<file path="src/design/i2cm_pkg.sv">
// ----------------------------------------------------------------------------
// I2C master engine package
// Shared widths, reset values, register indexes and the state and event
// types used by the engine logic and the top level.
// ----------------------------------------------------------------------------
package i2cm_pkg;

   // Field widths.
   localparam int HALF_W     = 16;
   localparam int RETRY_W    = 10;
   localparam int COUNT_W    = 16;
   localparam int BYTE_W     = 8;
   localparam int BIT_IDX_W  = 4;
   localparam int CSR_IDX_W  = 2;
   localparam int CSR_DATA_W = 16;

   // Default width of the half-period tick counter.
   localparam int TICK_BITS_DEFAULT = 16;

   // Register reset values and limits.
   localparam logic [HALF_W-1:0]  HALF_RESET  = 16'd400;
   localparam logic [RETRY_W-1:0] RETRY_RESET = 10'd1000;
   localparam logic [RETRY_W-1:0] RETRY_MAX   = 10'd1023;

   // Bits per byte on the bus, and the mask that clears the R/W bit.
   localparam logic [BIT_IDX_W-1:0] BITS_PER_BYTE = 4'd8;
   localparam logic [BIT_IDX_W-1:0] LAST_BIT      = 4'd7;
   localparam logic [BYTE_W-1:0]    ADDR_MASK     = 8'hFE;

   // Configuration register indexes.
   localparam logic [CSR_IDX_W-1:0] CSR_HALF_PERIOD = 2'd0;
   localparam logic [CSR_IDX_W-1:0] CSR_RETRY_LIMIT = 2'd1;

   // Bus sequencer phases.
   typedef enum logic [4:0] {
      PH_IDLE    = 5'd0,
      PH_STOP_A  = 5'd1,
      PH_STOP_B  = 5'd2,
      PH_STOP_C  = 5'd3,
      PH_STOP_D  = 5'd4,
      PH_START_A = 5'd5,
      PH_START_B = 5'd6,
      PH_START_C = 5'd7,
      PH_TX_A    = 5'd8,
      PH_TX_B    = 5'd9,
      PH_TX_C    = 5'd10,
      PH_ACK_A   = 5'd11,
      PH_ACK_B   = 5'd12,
      PH_ACK_C   = 5'd13,
      PH_RX_A    = 5'd14,
      PH_RX_B    = 5'd15,
      PH_MACK_A  = 5'd16,
      PH_MACK_B  = 5'd17,
      PH_MACK_C  = 5'd18,
      PH_MACK_D  = 5'd19
   } phase_type;

   // Transaction stage.
   typedef enum logic [1:0] {
      STG_PRE  = 2'd0,
      STG_ADDR = 2'd1,
      STG_DATA = 2'd2,
      STG_END  = 2'd3
   } stage_type;

   // Configuration registers.
   typedef struct packed {
      logic [HALF_W-1:0]  half_period;
      logic [RETRY_W-1:0] retry_limit;
   } cfg_type;

   // Transaction state, apart from the tick counter.
   typedef struct packed {
      phase_type            phase;
      stage_type            stage;
      logic                 fail;
      logic [BIT_IDX_W-1:0] bit_index;
      logic [BYTE_W-1:0]    shift_byte;
      logic [COUNT_W-1:0]   bytes_left;
      logic [RETRY_W-1:0]   retries_used;
      logic [BYTE_W-1:0]    addr_byte;
      logic                 is_read;
      logic                 scl_level;
      logic                 sda_level;
   } state_type;

   // Per-tick events.
   typedef struct packed {
      logic              tx_taken;
      logic [BYTE_W-1:0] rx_data;
      logic              rx_valid;
      logic              rx_last;
      logic              done;
      logic              status;
   } event_type;

endpackage

</file>
<file path="src/design/i2cm_if.sv">
// ----------------------------------------------------------------------------
// I2C master engine channels
// Valid/ready channels for tick requests, tick results and register writes.
// ----------------------------------------------------------------------------

// Request channel: one tick with an optional start request.
interface i2cm_req_if
   import i2cm_pkg::*;
   ();
   logic                valid;
   logic                ready;
   logic                req_type;
   logic [BYTE_W-1:0]   slave_addr;
   logic                read_not_write;
   logic [COUNT_W-1:0]  byte_count;
   logic [BYTE_W-1:0]   tx_data;
   logic                sda_in;

   modport source (output valid, req_type, slave_addr, read_not_write, byte_count,
                   tx_data, sda_in, input ready);
   modport sink (input valid, req_type, slave_addr, read_not_write, byte_count,
                 tx_data, sda_in, output ready);
endinterface

// Result channel: bus drive and events of one tick.
interface i2cm_rsp_if
   import i2cm_pkg::*;
   ();
   logic              valid;
   logic              ready;
   logic              scl_out;
   logic              sda_out;
   logic              tx_taken;
   logic [BYTE_W-1:0] rx_data;
   logic              rx_valid;
   logic              rx_last;
   logic              busy_res;
   logic              done_res;
   logic              status;

   modport source (output valid, scl_out, sda_out, tx_taken, rx_data, rx_valid,
                   rx_last, busy_res, done_res, status, input ready);
   modport sink (input valid, scl_out, sda_out, tx_taken, rx_data, rx_valid,
                 rx_last, busy_res, done_res, status, output ready);
endinterface

// Register write channel.
interface i2cm_csr_if
   import i2cm_pkg::*;
   ();
   logic                  valid;
   logic                  ready;
   logic [CSR_IDX_W-1:0]  index;
   logic [CSR_DATA_W-1:0] data;

   modport source (output valid, index, data, input ready);
   modport sink (input valid, index, data, output ready);
endinterface

</file>
<file path="src/design/i2cm_engine.sv">
// ----------------------------------------------------------------------------
// I2C master engine step logic
// Combinational next state of the bus sequencer for one clock tick: tick
// divider, phase transitions, shift register, counters and events.
// ----------------------------------------------------------------------------
module i2cm_engine
   import i2cm_pkg::*;
#(
   parameter int TickCounterBits = TICK_BITS_DEFAULT
) (
   input  state_type                  state_ff,
   input  logic [TickCounterBits-1:0] tick_ff,
   input  cfg_type                    cfg,
   input  logic                       start,
   input  logic [BYTE_W-1:0]          slave_addr,
   input  logic                       read_not_write,
   input  logic [COUNT_W-1:0]         byte_count,
   input  logic [BYTE_W-1:0]          tx_data,
   input  logic                       sda_in,
   output state_type                  state_in,
   output logic [TickCounterBits-1:0] tick_in,
   output event_type                  events
);

   localparam int CmpW = (TickCounterBits > HALF_W) ? TickCounterBits : HALF_W;

   logic [CmpW-1:0]            half_raw;
   logic [CmpW-1:0]            count_max;
   logic [CmpW-1:0]            half_eff;
   logic [TickCounterBits-1:0] tick_inc;
   logic                       fire;
   logic [BIT_IDX_W-1:0]       bit_inc;
   logic [RETRY_W-1:0]         retries_inc;
   logic [COUNT_W-1:0]         bytes_dec;
   logic                       retry_fail;
   logic [BYTE_W-1:0]          rx_shift;
   phase_type                  phase_in;

   // Half-period divider: zero counts as one, and the limit is clipped to
   // the largest value the tick counter can hold.
   always_comb begin
      half_raw  = (cfg.half_period == '0) ? CmpW'(1) : CmpW'(cfg.half_period);
      count_max = CmpW'({TickCounterBits{1'b1}});
      half_eff  = (half_raw > count_max) ? count_max : half_raw;
      tick_inc  = tick_ff + TickCounterBits'(1);
      fire      = (state_ff.phase != PH_IDLE) && (CmpW'(tick_inc) >= half_eff);
   end

   // Shared increments and decrements.
   always_comb begin
      bit_inc     = state_ff.bit_index + BIT_IDX_W'(1);
      retries_inc = (state_ff.retries_used < RETRY_MAX) ?
                    state_ff.retries_used + RETRY_W'(1) : state_ff.retries_used;
      retry_fail  = (retries_inc >= cfg.retry_limit);
      bytes_dec   = (state_ff.bytes_left != '0) ?
                    state_ff.bytes_left - COUNT_W'(1) : state_ff.bytes_left;
      rx_shift    = {state_ff.shift_byte[BYTE_W-2:0], sda_in};
   end

   // Tick counter restarts on a start request and after each bus action.
   always_comb begin
      if (state_ff.phase == PH_IDLE || fire) begin
         tick_in = '0;
      end else begin
         tick_in = tick_inc;
      end
   end

   // Next phase.
   always_comb begin
      phase_in = state_ff.phase;
      if (state_ff.phase == PH_IDLE) begin
         if (start) begin
            phase_in = read_not_write ? PH_START_B : PH_STOP_B;
         end
      end else if (fire) begin
         unique case (state_ff.phase)
            PH_STOP_A:  phase_in = PH_STOP_B;
            PH_STOP_B:  phase_in = PH_STOP_C;
            PH_STOP_C:  phase_in = PH_STOP_D;
            PH_STOP_D:  phase_in = (state_ff.stage == STG_PRE) ? PH_START_A : PH_IDLE;
            PH_START_A: phase_in = PH_START_B;
            PH_START_B: phase_in = PH_START_C;
            PH_START_C: phase_in = PH_TX_A;
            PH_TX_A:    phase_in = PH_TX_B;
            PH_TX_B:    phase_in = PH_TX_C;
            PH_TX_C:    phase_in = (bit_inc >= BITS_PER_BYTE) ? PH_ACK_A : PH_TX_A;
            PH_ACK_A:   phase_in = PH_ACK_B;
            PH_ACK_B:   phase_in = PH_ACK_C;
            PH_ACK_C: begin
               if (state_ff.is_read) begin
                  phase_in = (sda_in || state_ff.bytes_left == '0) ? PH_STOP_A : PH_RX_A;
               end else if (sda_in) begin
                  if (state_ff.stage == STG_ADDR && !retry_fail) begin
                     phase_in = PH_START_A;
                  end else begin
                     phase_in = PH_STOP_A;
                  end
               end else begin
                  phase_in = (state_ff.bytes_left == '0) ? PH_STOP_A : PH_TX_A;
               end
            end
            PH_RX_A:    phase_in = PH_RX_B;
            PH_RX_B:    phase_in = (bit_inc >= BITS_PER_BYTE) ? PH_MACK_A : PH_RX_A;
            PH_MACK_A:  phase_in = PH_MACK_B;
            PH_MACK_B:  phase_in = PH_MACK_C;
            PH_MACK_C:  phase_in = PH_MACK_D;
            PH_MACK_D:  phase_in = (bytes_dec == '0) ? PH_STOP_A : PH_RX_A;
            default:    phase_in = PH_IDLE;
         endcase
      end
   end

   // Datapath, line levels and events.
   always_comb begin
      state_in.phase        = phase_in;
      state_in.stage        = state_ff.stage;
      state_in.fail         = state_ff.fail;
      state_in.bit_index    = state_ff.bit_index;
      state_in.shift_byte   = state_ff.shift_byte;
      state_in.bytes_left   = state_ff.bytes_left;
      state_in.retries_used = state_ff.retries_used;
      state_in.addr_byte    = state_ff.addr_byte;
      state_in.is_read      = state_ff.is_read;
      state_in.scl_level    = state_ff.scl_level;
      state_in.sda_level    = state_ff.sda_level;
      events                = '0;

      if (state_ff.phase == PH_IDLE) begin
         // A start request latches the transaction and makes its first move:
         // a read begins the start condition, a write begins a stop.
         if (start) begin
            state_in.addr_byte    = slave_addr & ADDR_MASK;
            state_in.is_read      = read_not_write;
            state_in.bytes_left   = byte_count;
            state_in.retries_used = '0;
            state_in.fail         = 1'b0;
            state_in.bit_index    = '0;
            state_in.shift_byte   = '0;
            if (read_not_write) begin
               state_in.stage     = STG_ADDR;
               state_in.sda_level = 1'b1;
               state_in.scl_level = 1'b1;
            end else begin
               state_in.stage     = STG_PRE;
               state_in.sda_level = 1'b0;
            end
         end
      end else if (fire) begin
         case (state_ff.phase)
            PH_STOP_A:  state_in.sda_level = 1'b0;
            PH_STOP_B:  state_in.scl_level = 1'b1;
            PH_STOP_C:  state_in.sda_level = 1'b1;
            PH_STOP_D: begin
               if (state_ff.stage == STG_PRE) begin
                  state_in.stage = STG_ADDR;
               end else begin
                  events.done   = 1'b1;
                  events.status = state_ff.fail;
               end
            end
            PH_START_A: begin
               state_in.sda_level = 1'b1;
               state_in.scl_level = 1'b1;
            end
            PH_START_B: state_in.sda_level = 1'b0;
            PH_START_C: begin
               state_in.scl_level  = 1'b0;
               state_in.shift_byte = state_ff.addr_byte | BYTE_W'(state_ff.is_read);
               state_in.bit_index  = '0;
               state_in.stage      = STG_ADDR;
            end
            PH_TX_A:    state_in.sda_level = state_ff.shift_byte[BYTE_W-1];
            PH_TX_B:    state_in.scl_level = 1'b1;
            PH_TX_C: begin
               state_in.scl_level = 1'b0;
               if (state_ff.bit_index == LAST_BIT) begin
                  state_in.sda_level = 1'b1;
               end
               state_in.shift_byte = {state_ff.shift_byte[BYTE_W-2:0], 1'b0};
               state_in.bit_index  = bit_inc;
            end
            PH_ACK_A:   state_in.sda_level = 1'b1;
            PH_ACK_B:   state_in.scl_level = 1'b1;
            PH_ACK_C: begin
               state_in.scl_level = 1'b0;
               if (state_ff.is_read) begin
                  if (sda_in) begin
                     state_in.stage = STG_END;
                     state_in.fail  = 1'b1;
                  end else if (state_ff.bytes_left == '0) begin
                     state_in.stage = STG_END;
                     state_in.fail  = 1'b0;
                  end else begin
                     state_in.stage      = STG_DATA;
                     state_in.shift_byte = '0;
                     state_in.bit_index  = '0;
                  end
               end else if (sda_in) begin
                  // Address NACK on a write retries until the limit is reached; a data NACK fails.
                  if (state_ff.stage == STG_ADDR) begin
                     state_in.retries_used = retries_inc;
                     if (retry_fail) begin
                        state_in.stage = STG_END;
                        state_in.fail  = 1'b1;
                     end
                  end else begin
                     state_in.stage = STG_END;
                     state_in.fail  = 1'b1;
                  end
               end else if (state_ff.bytes_left == '0) begin
                  state_in.stage = STG_END;
                  state_in.fail  = 1'b0;
               end else begin
                  state_in.shift_byte = tx_data;
                  events.tx_taken     = 1'b1;
                  state_in.bytes_left = state_ff.bytes_left - COUNT_W'(1);
                  state_in.stage      = STG_DATA;
                  state_in.bit_index  = '0;
               end
            end
            PH_RX_A:    state_in.scl_level = 1'b1;
            PH_RX_B: begin
               state_in.shift_byte = rx_shift;
               state_in.scl_level  = 1'b0;
               state_in.bit_index  = bit_inc;
               if (bit_inc >= BITS_PER_BYTE) begin
                  events.rx_valid = 1'b1;
                  events.rx_data  = rx_shift;
                  events.rx_last  = (state_ff.bytes_left == COUNT_W'(1));
               end
            end
            PH_MACK_A:  state_in.sda_level = (state_ff.bytes_left <= COUNT_W'(1));
            PH_MACK_B:  state_in.scl_level = 1'b1;
            PH_MACK_C:  state_in.scl_level = 1'b0;
            PH_MACK_D: begin
               state_in.sda_level  = 1'b1;
               state_in.bytes_left = bytes_dec;
               if (bytes_dec == '0) begin
                  state_in.stage = STG_END;
                  state_in.fail  = 1'b0;
               end else begin
                  state_in.shift_byte = '0;
                  state_in.bit_index  = '0;
               end
            end
            default: begin
               state_in.scl_level = 1'b1;
               state_in.sda_level = 1'b1;
            end
         endcase
      end
   end

endmodule

</file>
<file path="src/design/i2cm_engine_core_top.sv">
// ----------------------------------------------------------------------------
// I2C master transaction engine
// Each request transfer is one clock tick of the bus engine and yields
// exactly one response transfer, held in the result register. A new
// request is taken every cycle as long as the response register is empty
// or is being emptied in the same cycle, so the sustained rate is one
// tick per clock; the only feedback path is the registered step of the
// engine state. SCL half periods last half_period request ticks, where
// a setting of zero counts as one. Register writes are accepted in every cycle.
// ----------------------------------------------------------------------------
module i2c_master_transaction_engine_core
   import i2cm_pkg::*;
#(
   parameter int TickCounterBits = TICK_BITS_DEFAULT
) (
   input logic       clock,
   input logic       reset,
   i2cm_req_if.sink   req_chan,
   i2cm_rsp_if.source rsp_chan,
   i2cm_csr_if.sink   csr_chan
);

   cfg_type                    cfg_ff;
   state_type                  state_ff;
   state_type                  state_in;
   logic [TickCounterBits-1:0] tick_ff;
   logic [TickCounterBits-1:0] tick_in;
   event_type                  events;
   logic                       req_accept;
   logic                       rsp_valid_ff;
   logic                       scl_ff;
   logic                       sda_ff;
   logic                       busy_ff;
   event_type                  events_ff;

   // Register writes: an unknown index is dropped.
   assign csr_chan.ready = 1'b1;

   always_ff @(posedge clock) begin
      if (reset) begin
         cfg_ff.half_period <= HALF_RESET;
         cfg_ff.retry_limit <= RETRY_RESET;
      end else if (csr_chan.valid) begin
         if (csr_chan.index == CSR_HALF_PERIOD) begin
            cfg_ff.half_period <= csr_chan.data[HALF_W-1:0];
         end else if (csr_chan.index == CSR_RETRY_LIMIT) begin
            cfg_ff.retry_limit <= csr_chan.data[RETRY_W-1:0];
         end
      end
   end

   // Request transfer happens when the result register can take the result.
   assign req_chan.ready = !rsp_valid_ff || rsp_chan.ready;
   assign req_accept     = req_chan.valid && req_chan.ready;

   i2cm_engine #(
      .TickCounterBits (TickCounterBits)
   ) u_engine (
      .state_ff       (state_ff),
      .tick_ff        (tick_ff),
      .cfg            (cfg_ff),
      .start          (req_chan.req_type),
      .slave_addr     (req_chan.slave_addr),
      .read_not_write (req_chan.read_not_write),
      .byte_count     (req_chan.byte_count),
      .tx_data        (req_chan.tx_data),
      .sda_in         (req_chan.sda_in),
      .state_in       (state_in),
      .tick_in        (tick_in),
      .events         (events)
   );

   // Engine state advances once per accepted tick.
   always_ff @(posedge clock) begin
      if (reset) begin
         state_ff.phase        <= PH_IDLE;
         state_ff.stage        <= STG_PRE;
         state_ff.fail         <= 1'b0;
         state_ff.bit_index    <= '0;
         state_ff.shift_byte   <= '0;
         state_ff.bytes_left   <= '0;
         state_ff.retries_used <= '0;
         state_ff.addr_byte    <= '0;
         state_ff.is_read      <= 1'b0;
         state_ff.scl_level    <= 1'b1;
         state_ff.sda_level    <= 1'b1;
         tick_ff               <= '0;
      end else if (req_accept) begin
         state_ff <= state_in;
         tick_ff  <= tick_in;
      end
   end

   // Result register valid flag.
   always_ff @(posedge clock) begin
      if (reset) begin
         rsp_valid_ff <= 1'b0;
      end else if (req_accept) begin
         rsp_valid_ff <= 1'b1;
      end else if (rsp_chan.ready) begin
         rsp_valid_ff <= 1'b0;
      end
   end

   // Result register payload.
   always_ff @(posedge clock) begin
      if (req_accept) begin
         scl_ff    <= state_in.scl_level;
         sda_ff    <= state_in.sda_level;
         busy_ff   <= (state_in.phase != PH_IDLE);
         events_ff <= events;
      end
   end

   assign rsp_chan.valid    = rsp_valid_ff;
   assign rsp_chan.scl_out  = scl_ff;
   assign rsp_chan.sda_out  = sda_ff;
   assign rsp_chan.tx_taken = events_ff.tx_taken;
   assign rsp_chan.rx_data  = events_ff.rx_data;
   assign rsp_chan.rx_valid = events_ff.rx_valid;
   assign rsp_chan.rx_last  = events_ff.rx_last;
   assign rsp_chan.busy_res = busy_ff;
   assign rsp_chan.done_res = events_ff.done;
   assign rsp_chan.status   = events_ff.status;

endmodule

</file>
<file path="src/flat_wrapper.sv">
// flat-port wrapper written by rule: the top's interface ports become plain ports
module i2c_master_transaction_engine_core_flat import i2cm_pkg::*;
#(
   parameter int TickCounterBits = TICK_BITS_DEFAULT
)
  (clock, reset, req_chan_valid, req_chan_req_type, req_chan_slave_addr, req_chan_read_not_write, req_chan_byte_count, req_chan_tx_data, req_chan_sda_in, req_chan_ready, rsp_chan_valid, rsp_chan_scl_out, rsp_chan_sda_out, rsp_chan_tx_taken, rsp_chan_rx_data, rsp_chan_rx_valid, rsp_chan_rx_last, rsp_chan_busy_res, rsp_chan_done_res, rsp_chan_status, rsp_chan_ready, csr_chan_valid, csr_chan_index, csr_chan_data, csr_chan_ready);
  i2cm_req_if req_chan_i ();
  i2cm_rsp_if rsp_chan_i ();
  i2cm_csr_if csr_chan_i ();
  input logic clock;
  input logic reset;
  input wire logic [$bits(req_chan_i.valid)-1:0] req_chan_valid;
  input wire logic [$bits(req_chan_i.req_type)-1:0] req_chan_req_type;
  input wire logic [$bits(req_chan_i.slave_addr)-1:0] req_chan_slave_addr;
  input wire logic [$bits(req_chan_i.read_not_write)-1:0] req_chan_read_not_write;
  input wire logic [$bits(req_chan_i.byte_count)-1:0] req_chan_byte_count;
  input wire logic [$bits(req_chan_i.tx_data)-1:0] req_chan_tx_data;
  input wire logic [$bits(req_chan_i.sda_in)-1:0] req_chan_sda_in;
  output wire logic [$bits(req_chan_i.ready)-1:0] req_chan_ready;
  output wire logic [$bits(rsp_chan_i.valid)-1:0] rsp_chan_valid;
  output wire logic [$bits(rsp_chan_i.scl_out)-1:0] rsp_chan_scl_out;
  output wire logic [$bits(rsp_chan_i.sda_out)-1:0] rsp_chan_sda_out;
  output wire logic [$bits(rsp_chan_i.tx_taken)-1:0] rsp_chan_tx_taken;
  output wire logic [$bits(rsp_chan_i.rx_data)-1:0] rsp_chan_rx_data;
  output wire logic [$bits(rsp_chan_i.rx_valid)-1:0] rsp_chan_rx_valid;
  output wire logic [$bits(rsp_chan_i.rx_last)-1:0] rsp_chan_rx_last;
  output wire logic [$bits(rsp_chan_i.busy_res)-1:0] rsp_chan_busy_res;
  output wire logic [$bits(rsp_chan_i.done_res)-1:0] rsp_chan_done_res;
  output wire logic [$bits(rsp_chan_i.status)-1:0] rsp_chan_status;
  input wire logic [$bits(rsp_chan_i.ready)-1:0] rsp_chan_ready;
  input wire logic [$bits(csr_chan_i.valid)-1:0] csr_chan_valid;
  input wire logic [$bits(csr_chan_i.index)-1:0] csr_chan_index;
  input wire logic [$bits(csr_chan_i.data)-1:0] csr_chan_data;
  output wire logic [$bits(csr_chan_i.ready)-1:0] csr_chan_ready;
  assign req_chan_i.valid = req_chan_valid;
  assign req_chan_i.req_type = req_chan_req_type;
  assign req_chan_i.slave_addr = req_chan_slave_addr;
  assign req_chan_i.read_not_write = req_chan_read_not_write;
  assign req_chan_i.byte_count = req_chan_byte_count;
  assign req_chan_i.tx_data = req_chan_tx_data;
  assign req_chan_i.sda_in = req_chan_sda_in;
  assign req_chan_ready = req_chan_i.ready;
  assign rsp_chan_valid = rsp_chan_i.valid;
  assign rsp_chan_scl_out = rsp_chan_i.scl_out;
  assign rsp_chan_sda_out = rsp_chan_i.sda_out;
  assign rsp_chan_tx_taken = rsp_chan_i.tx_taken;
  assign rsp_chan_rx_data = rsp_chan_i.rx_data;
  assign rsp_chan_rx_valid = rsp_chan_i.rx_valid;
  assign rsp_chan_rx_last = rsp_chan_i.rx_last;
  assign rsp_chan_busy_res = rsp_chan_i.busy_res;
  assign rsp_chan_done_res = rsp_chan_i.done_res;
  assign rsp_chan_status = rsp_chan_i.status;
  assign rsp_chan_i.ready = rsp_chan_ready;
  assign csr_chan_i.valid = csr_chan_valid;
  assign csr_chan_i.index = csr_chan_index;
  assign csr_chan_i.data = csr_chan_data;
  assign csr_chan_ready = csr_chan_i.ready;
  i2c_master_transaction_engine_core #(.TickCounterBits(TickCounterBits)) u_core (.clock(clock), .reset(reset), .req_chan(req_chan_i), .rsp_chan(rsp_chan_i), .csr_chan(csr_chan_i));
endmodule
</file>
<file path="config.mk">
export PLATFORM = sky130hd
export DESIGN_NAME = i2c_master_transaction_engine_core_flat
export DESIGN_NICKNAME = d
export VERILOG_FILES = /design/src/design/i2cm_pkg.sv /design/src/design/i2cm_if.sv /design/src/design/i2cm_engine.sv /design/src/design/i2cm_engine_core_top.sv /design/src/flat_wrapper.sv
export SDC_FILE = /design/constraint.sdc
export NUM_CORES = 1
export LEC_CHECK = 0
export BUFFER_PORTS_ARGS = -buffer_cell sky130_fd_sc_hd__clkbuf_2
export CORE_MARGIN = 5
export CORE_UTILIZATION = 60
export DETAILED_ROUTE_END_ITERATION = 8
export PLACE_DENSITY_LB_ADDON = 0.3
export SYNTH_ARGS = -nofsm -noshare
export SYNTH_HDL_FRONTEND = slang
export SYNTH_SLANG_ARGS = --single-unit
</file>
<file path="constraint.sdc">
create_clock -name clock -period 5.1 [get_ports clock]
set_input_delay 0.255 -clock clock [delete_from_list [all_inputs] [get_ports clock]]
set_output_delay 0.255 -clock clock [all_outputs]
set_load 0.02 [all_outputs]
</file>
==> metrics.yaml <==
outcome:
  run_status: "complete, no violations"
worst_setup_path:
  cp-start-kind: "flop"
  crit_type: "flop to flop"
  worstSetupEndpointType: "flop"
  reg2reg_to: "u_core.state_ff[36]$_SDFFE_PP0P_"
  worst-path-buf-inv: 1
  crit_fanout: 24
  path_cells: "ha_1 -> and3_1 -> and3_1 -> and3_1 -> and3_1 -> nand3_1 -> xnor2_1 -> ha_1 -> nand2_1 -> o21ai_0 -> inv_1 -> a21oi_1 -> o21a_1 -> nor2_1 -> a211oi_1"
  crit_top_cell: "and3_1"
  r2r_setup_slack_ns: 0.56
  slowest_stage: "o21a_1"
  worst-endpoint-arrival_ns: 4.84
  crit_required_ns: 5.40
  slowest_delay_ns: 0.68
  worstRegToRegCells: 15
  rr_startpoint: "u_core.tick_ff[0]$_SDFFE_PP0P_"
  crit_family: "compound AO/OA/AOI/OAI gates"
cts:
  cts_resized: 0
  ctsLongestPathBuffers: 2
  cts_hold_buf: 0
  cts_sinks: 115
  cts_setup_buffers: 0
  ctsHtreeMaxLevel: 4
  cts_tree: "built"
  cts.reportedPaths.clkPinSlew_ns: 0.05
  clk_latency_ns: 0.42
  cts_made_buffers: 17
  cts-root-buf: "clkbuf_16"
placement:
  dp_hpwl_mm: 12.8
  port_buffers: 74
  gp_congestion: 0.957
sta:
  worstMarginPinSlew_ns: 1.34
  setup_viol_count_final: 0
  period_needed_ns: 4.54
  fin_crit_sh_pct: 89.0
  slew_headroom_pct: 9.69
  skew_ns: 0.00767
  tns_ns: 0
  rsz0062_at_grt: "false"
  hold_viol: 0
  fmax_mhz: 220
  slew_violations: 0
grt:
  grt_pass1_wl_mm: 30.7
  grtUsageMet2_pct: 42.2
  met1_usage_pct: 33.7
  grt-busiest-layer: "met2"
  grt_pass1_vias: 6487
  grtUsageMet3_pct: 5.02
  grt_usage_pct: 26.0
  grt_overflow: 0
  grt_max_degree: 48
  antenna_found_initial: 0
power:
  power.share.clock_pct: 47.4
  irDropWorstVdd_v: 0.000219
  pwr-share-comb_pct: 13.9
  internal_power_mw: 1.88
  swShare_pct: 26.2
  pwr-share-seq_pct: 38.7
  power.switching_mw: 0.666
  p_leak_nw: 3.28
  p_per_area_mw_per_mm2: 315
synthesis:
  synth_area_per_cell_um2: 7.92
  synth-simple-area-share_pct: 27.9
  synth-main-ff-cell: "dfxtp_1"
  synth_mux_area_share_pct: 0.578
  synthAdderAreaFrac_pct: 5.43
  yosysTopAreaCell: "dfxtp_1"
  synth_top_cells_by_count: "137 x nand2_1, 99 x dfxtp_1, 85 x a21oi_1"
  synth_compound_area_share_pct: 22.0
  synth_edf_count: 16
  ys_seq_area_share_pct: 34.5
  synth_cell_type_count: 89
  yosys-top-cells-area: "dfxtp_1 28%, nand2_1 7.2%, edfxtp_1 6.7%"
  synth-xor-area-share_pct: 3.80
  ys_async_sr_fraction_pct: 0
  synth_warnings: 0
  synth_top_family_by_area: "simple AND/OR/NAND/NOR gates"
  synth_nets: 991
  ys_seq_elements: 115
  synth_top_area_share_pct: 27.7
  synth_most_common_cell: "nand2_1"
  synth_cells: 902
  syn-cell-area_mm2: 0.00714
job:
  cap_violations: 0
floorplan:
  rows: 39
  start_util_pct: 61.8
  io-pin-count: 77
  dieWidth_um: 119
  die_h_um: 119
  core_mm2: 0.0116
  dieArea_mm2: 0.0142
min_path:
  holdPathEnd: "u_core.cfg_ff[23]$_SDFFE_PP0P_"
  min_from: "csr_chan_data[13]"
  worstHoldPathType: "primary input to flop"
  hold_path_depth: 3
final_layout:
  fillers: 973
  drive_gt1_share_pct: 16.1
  nets: 1039
  utilization_pct: 69.9
  area_growth_pct: 13.1
  num_antenna_cells: 0
drt:
  drt-pass1-iter-count: 5
  via_per_inst: 6.23
  vias: 6891
  ant_nets: 0
  wire_per_inst_um: 16.9
  wirelength_mm: 18.7
  drc: 0
  first_iter_violations: 779
==> kinds of logic (layout without fill, tap and decap cells) <==
kind of cell / count (synthesis) / count (layout)
compound gates: 246 / 246
xor+xnor: 31 / 31
mux: 4 / 4
fa+ha+maj: 31 / 31
buf+inv: 89 / 150
simple gates: 385 / 385
other cells: 1 / 1
flops: 115 / 115
==> through the flow <==
step | hold slack (ns) | total power, mW | setup WS (ns) | cells | area, um^2
5_1_grt | 0.0520 | 2.64 | 0.274 | 1106 | 8080
6_report | 0.0566 | 2.54 | 0.561 | 1106 | 8080
3_5_place_dp | 0.449 | 1.34 | 0.768 | 1074 | 7470
4_1_cts | 0.0449 | 2.54 | 0.731 | 1106 | 8080
3_3_place_gp | 0.445 | 1.34 | 0.928 | 1074 | 7470
2_1_floorplan | 0.384 | 1.25 | 1.40 | 902 | 7140
==> power groups by stage <==
stage	registers [mW]	logic, mW	clock network, mW
after global placement	1.00	0.337	0
final	0.984	0.352	1.21
after global routing	0.988	0.386	1.26
after detailed placement	1.00	0.341	0
after CTS	0.983	0.347	1.21
after floorplan	0.998	0.254	0
==> worst max-delay path by stage <==
stage | cells after the start | startpoint | endpoint | slack, ns
floorplan | 17 | u_core.tick_ff[0]$_SDFFE_PP0P_ | u_core.state_ff[48]$_SDFFE_PP0P_ | 1.40
global placement | 16 | u_core.tick_ff[0]$_SDFFE_PP0P_ | u_core.state_ff[48]$_SDFFE_PP0P_ | 0.93
detailed placement | 15 | u_core.tick_ff[0]$_SDFFE_PP0P_ | u_core.state_ff[36]$_SDFFE_PP0P_ | 0.77
CTS | 15 | u_core.tick_ff[0]$_SDFFE_PP0P_ | u_core.state_ff[36]$_SDFFE_PP0P_ | 0.73
global route | 13 | u_core.tick_ff[0]$_SDFFE_PP0P_ | u_core.rsp_chan.rx_last$_SDFFCE_PP0P_ | 0.27
finish | 15 | u_core.tick_ff[0]$_SDFFE_PP0P_ | u_core.state_ff[36]$_SDFFE_PP0P_ | 0.56
==> cell usage in the layout (no fill, tap or decap), drive strengths merged, types with 25 or more instances in the layout <==
| master | n |
|---|---|
| nand2 | 141 |
| dfxtp | 99 |
| clkbuf | 96 |
| a21oi | 91 |
| nor2 | 68 |
| o21ai | 50 |
| nand3 | 40 |
| inv | 34 |
| ha | 31 |
| nor3 | 25 |
==> routing by layer <==
metal | routed length (um) | vias up
met2 | 8800 | 310
met4 | 424 | 0
li1 | - | 3339
met5 | 0 | -
met1 | 8070 | 3198
met3 | 1370 | 44
==> sequential cells by signal, summed over array words and instances, names as in the netlist <==
name                      count
u_core.rsp_chan.scl_out       1
u_core.rsp_chan.rx_data       8
u_core.rsp_chan.rx_valid      1
u_core.rsp_chan.busy_res      1
u_core.rsp_chan.sda_out       1
u_core.rsp_chan.status        1
u_core.rsp_chan.done_res      1
u_core.tick_ff               16
u_core.rsp_chan.rx_last       1
u_core.rsp_chan.valid         1
u_core.rsp_chan.tx_taken      1
u_core.cfg_ff                26
u_core.state_ff              56
==> area by class of cell <==
class / count / area [um^2] / area share [%]
multi-input cells: 698 / 4270 / 52.8
flip-flops and latches: 115 / 2460 / 30.5
clock buffers: 23 / 509 / 6.30
repair buffers: 81 / 423 / 5.23
well taps: 143 / 179 / 2.21
inverters: 37 / 139 / 1.72
clock inverters: 9 / 98.8 / 1.22
==> worst reg2reg max path, stage by stage (launching register included) <==
cell	delay (ns)
dfxtp_1	0.43
ha_1	0.27
and3_1	0.23
and3_1	0.28
and3_1	0.27
and3_1	0.26
nand3_1	0.11
xnor2_1	0.15
ha_1	0.27
nand2_1	0.05
o21ai_0	0.58
inv_1	0.14
a21oi_1	0.25
o21a_1	0.68
nor2_1	0.08
a211oi_1	0.34
(Power assumes the default switching activity.)
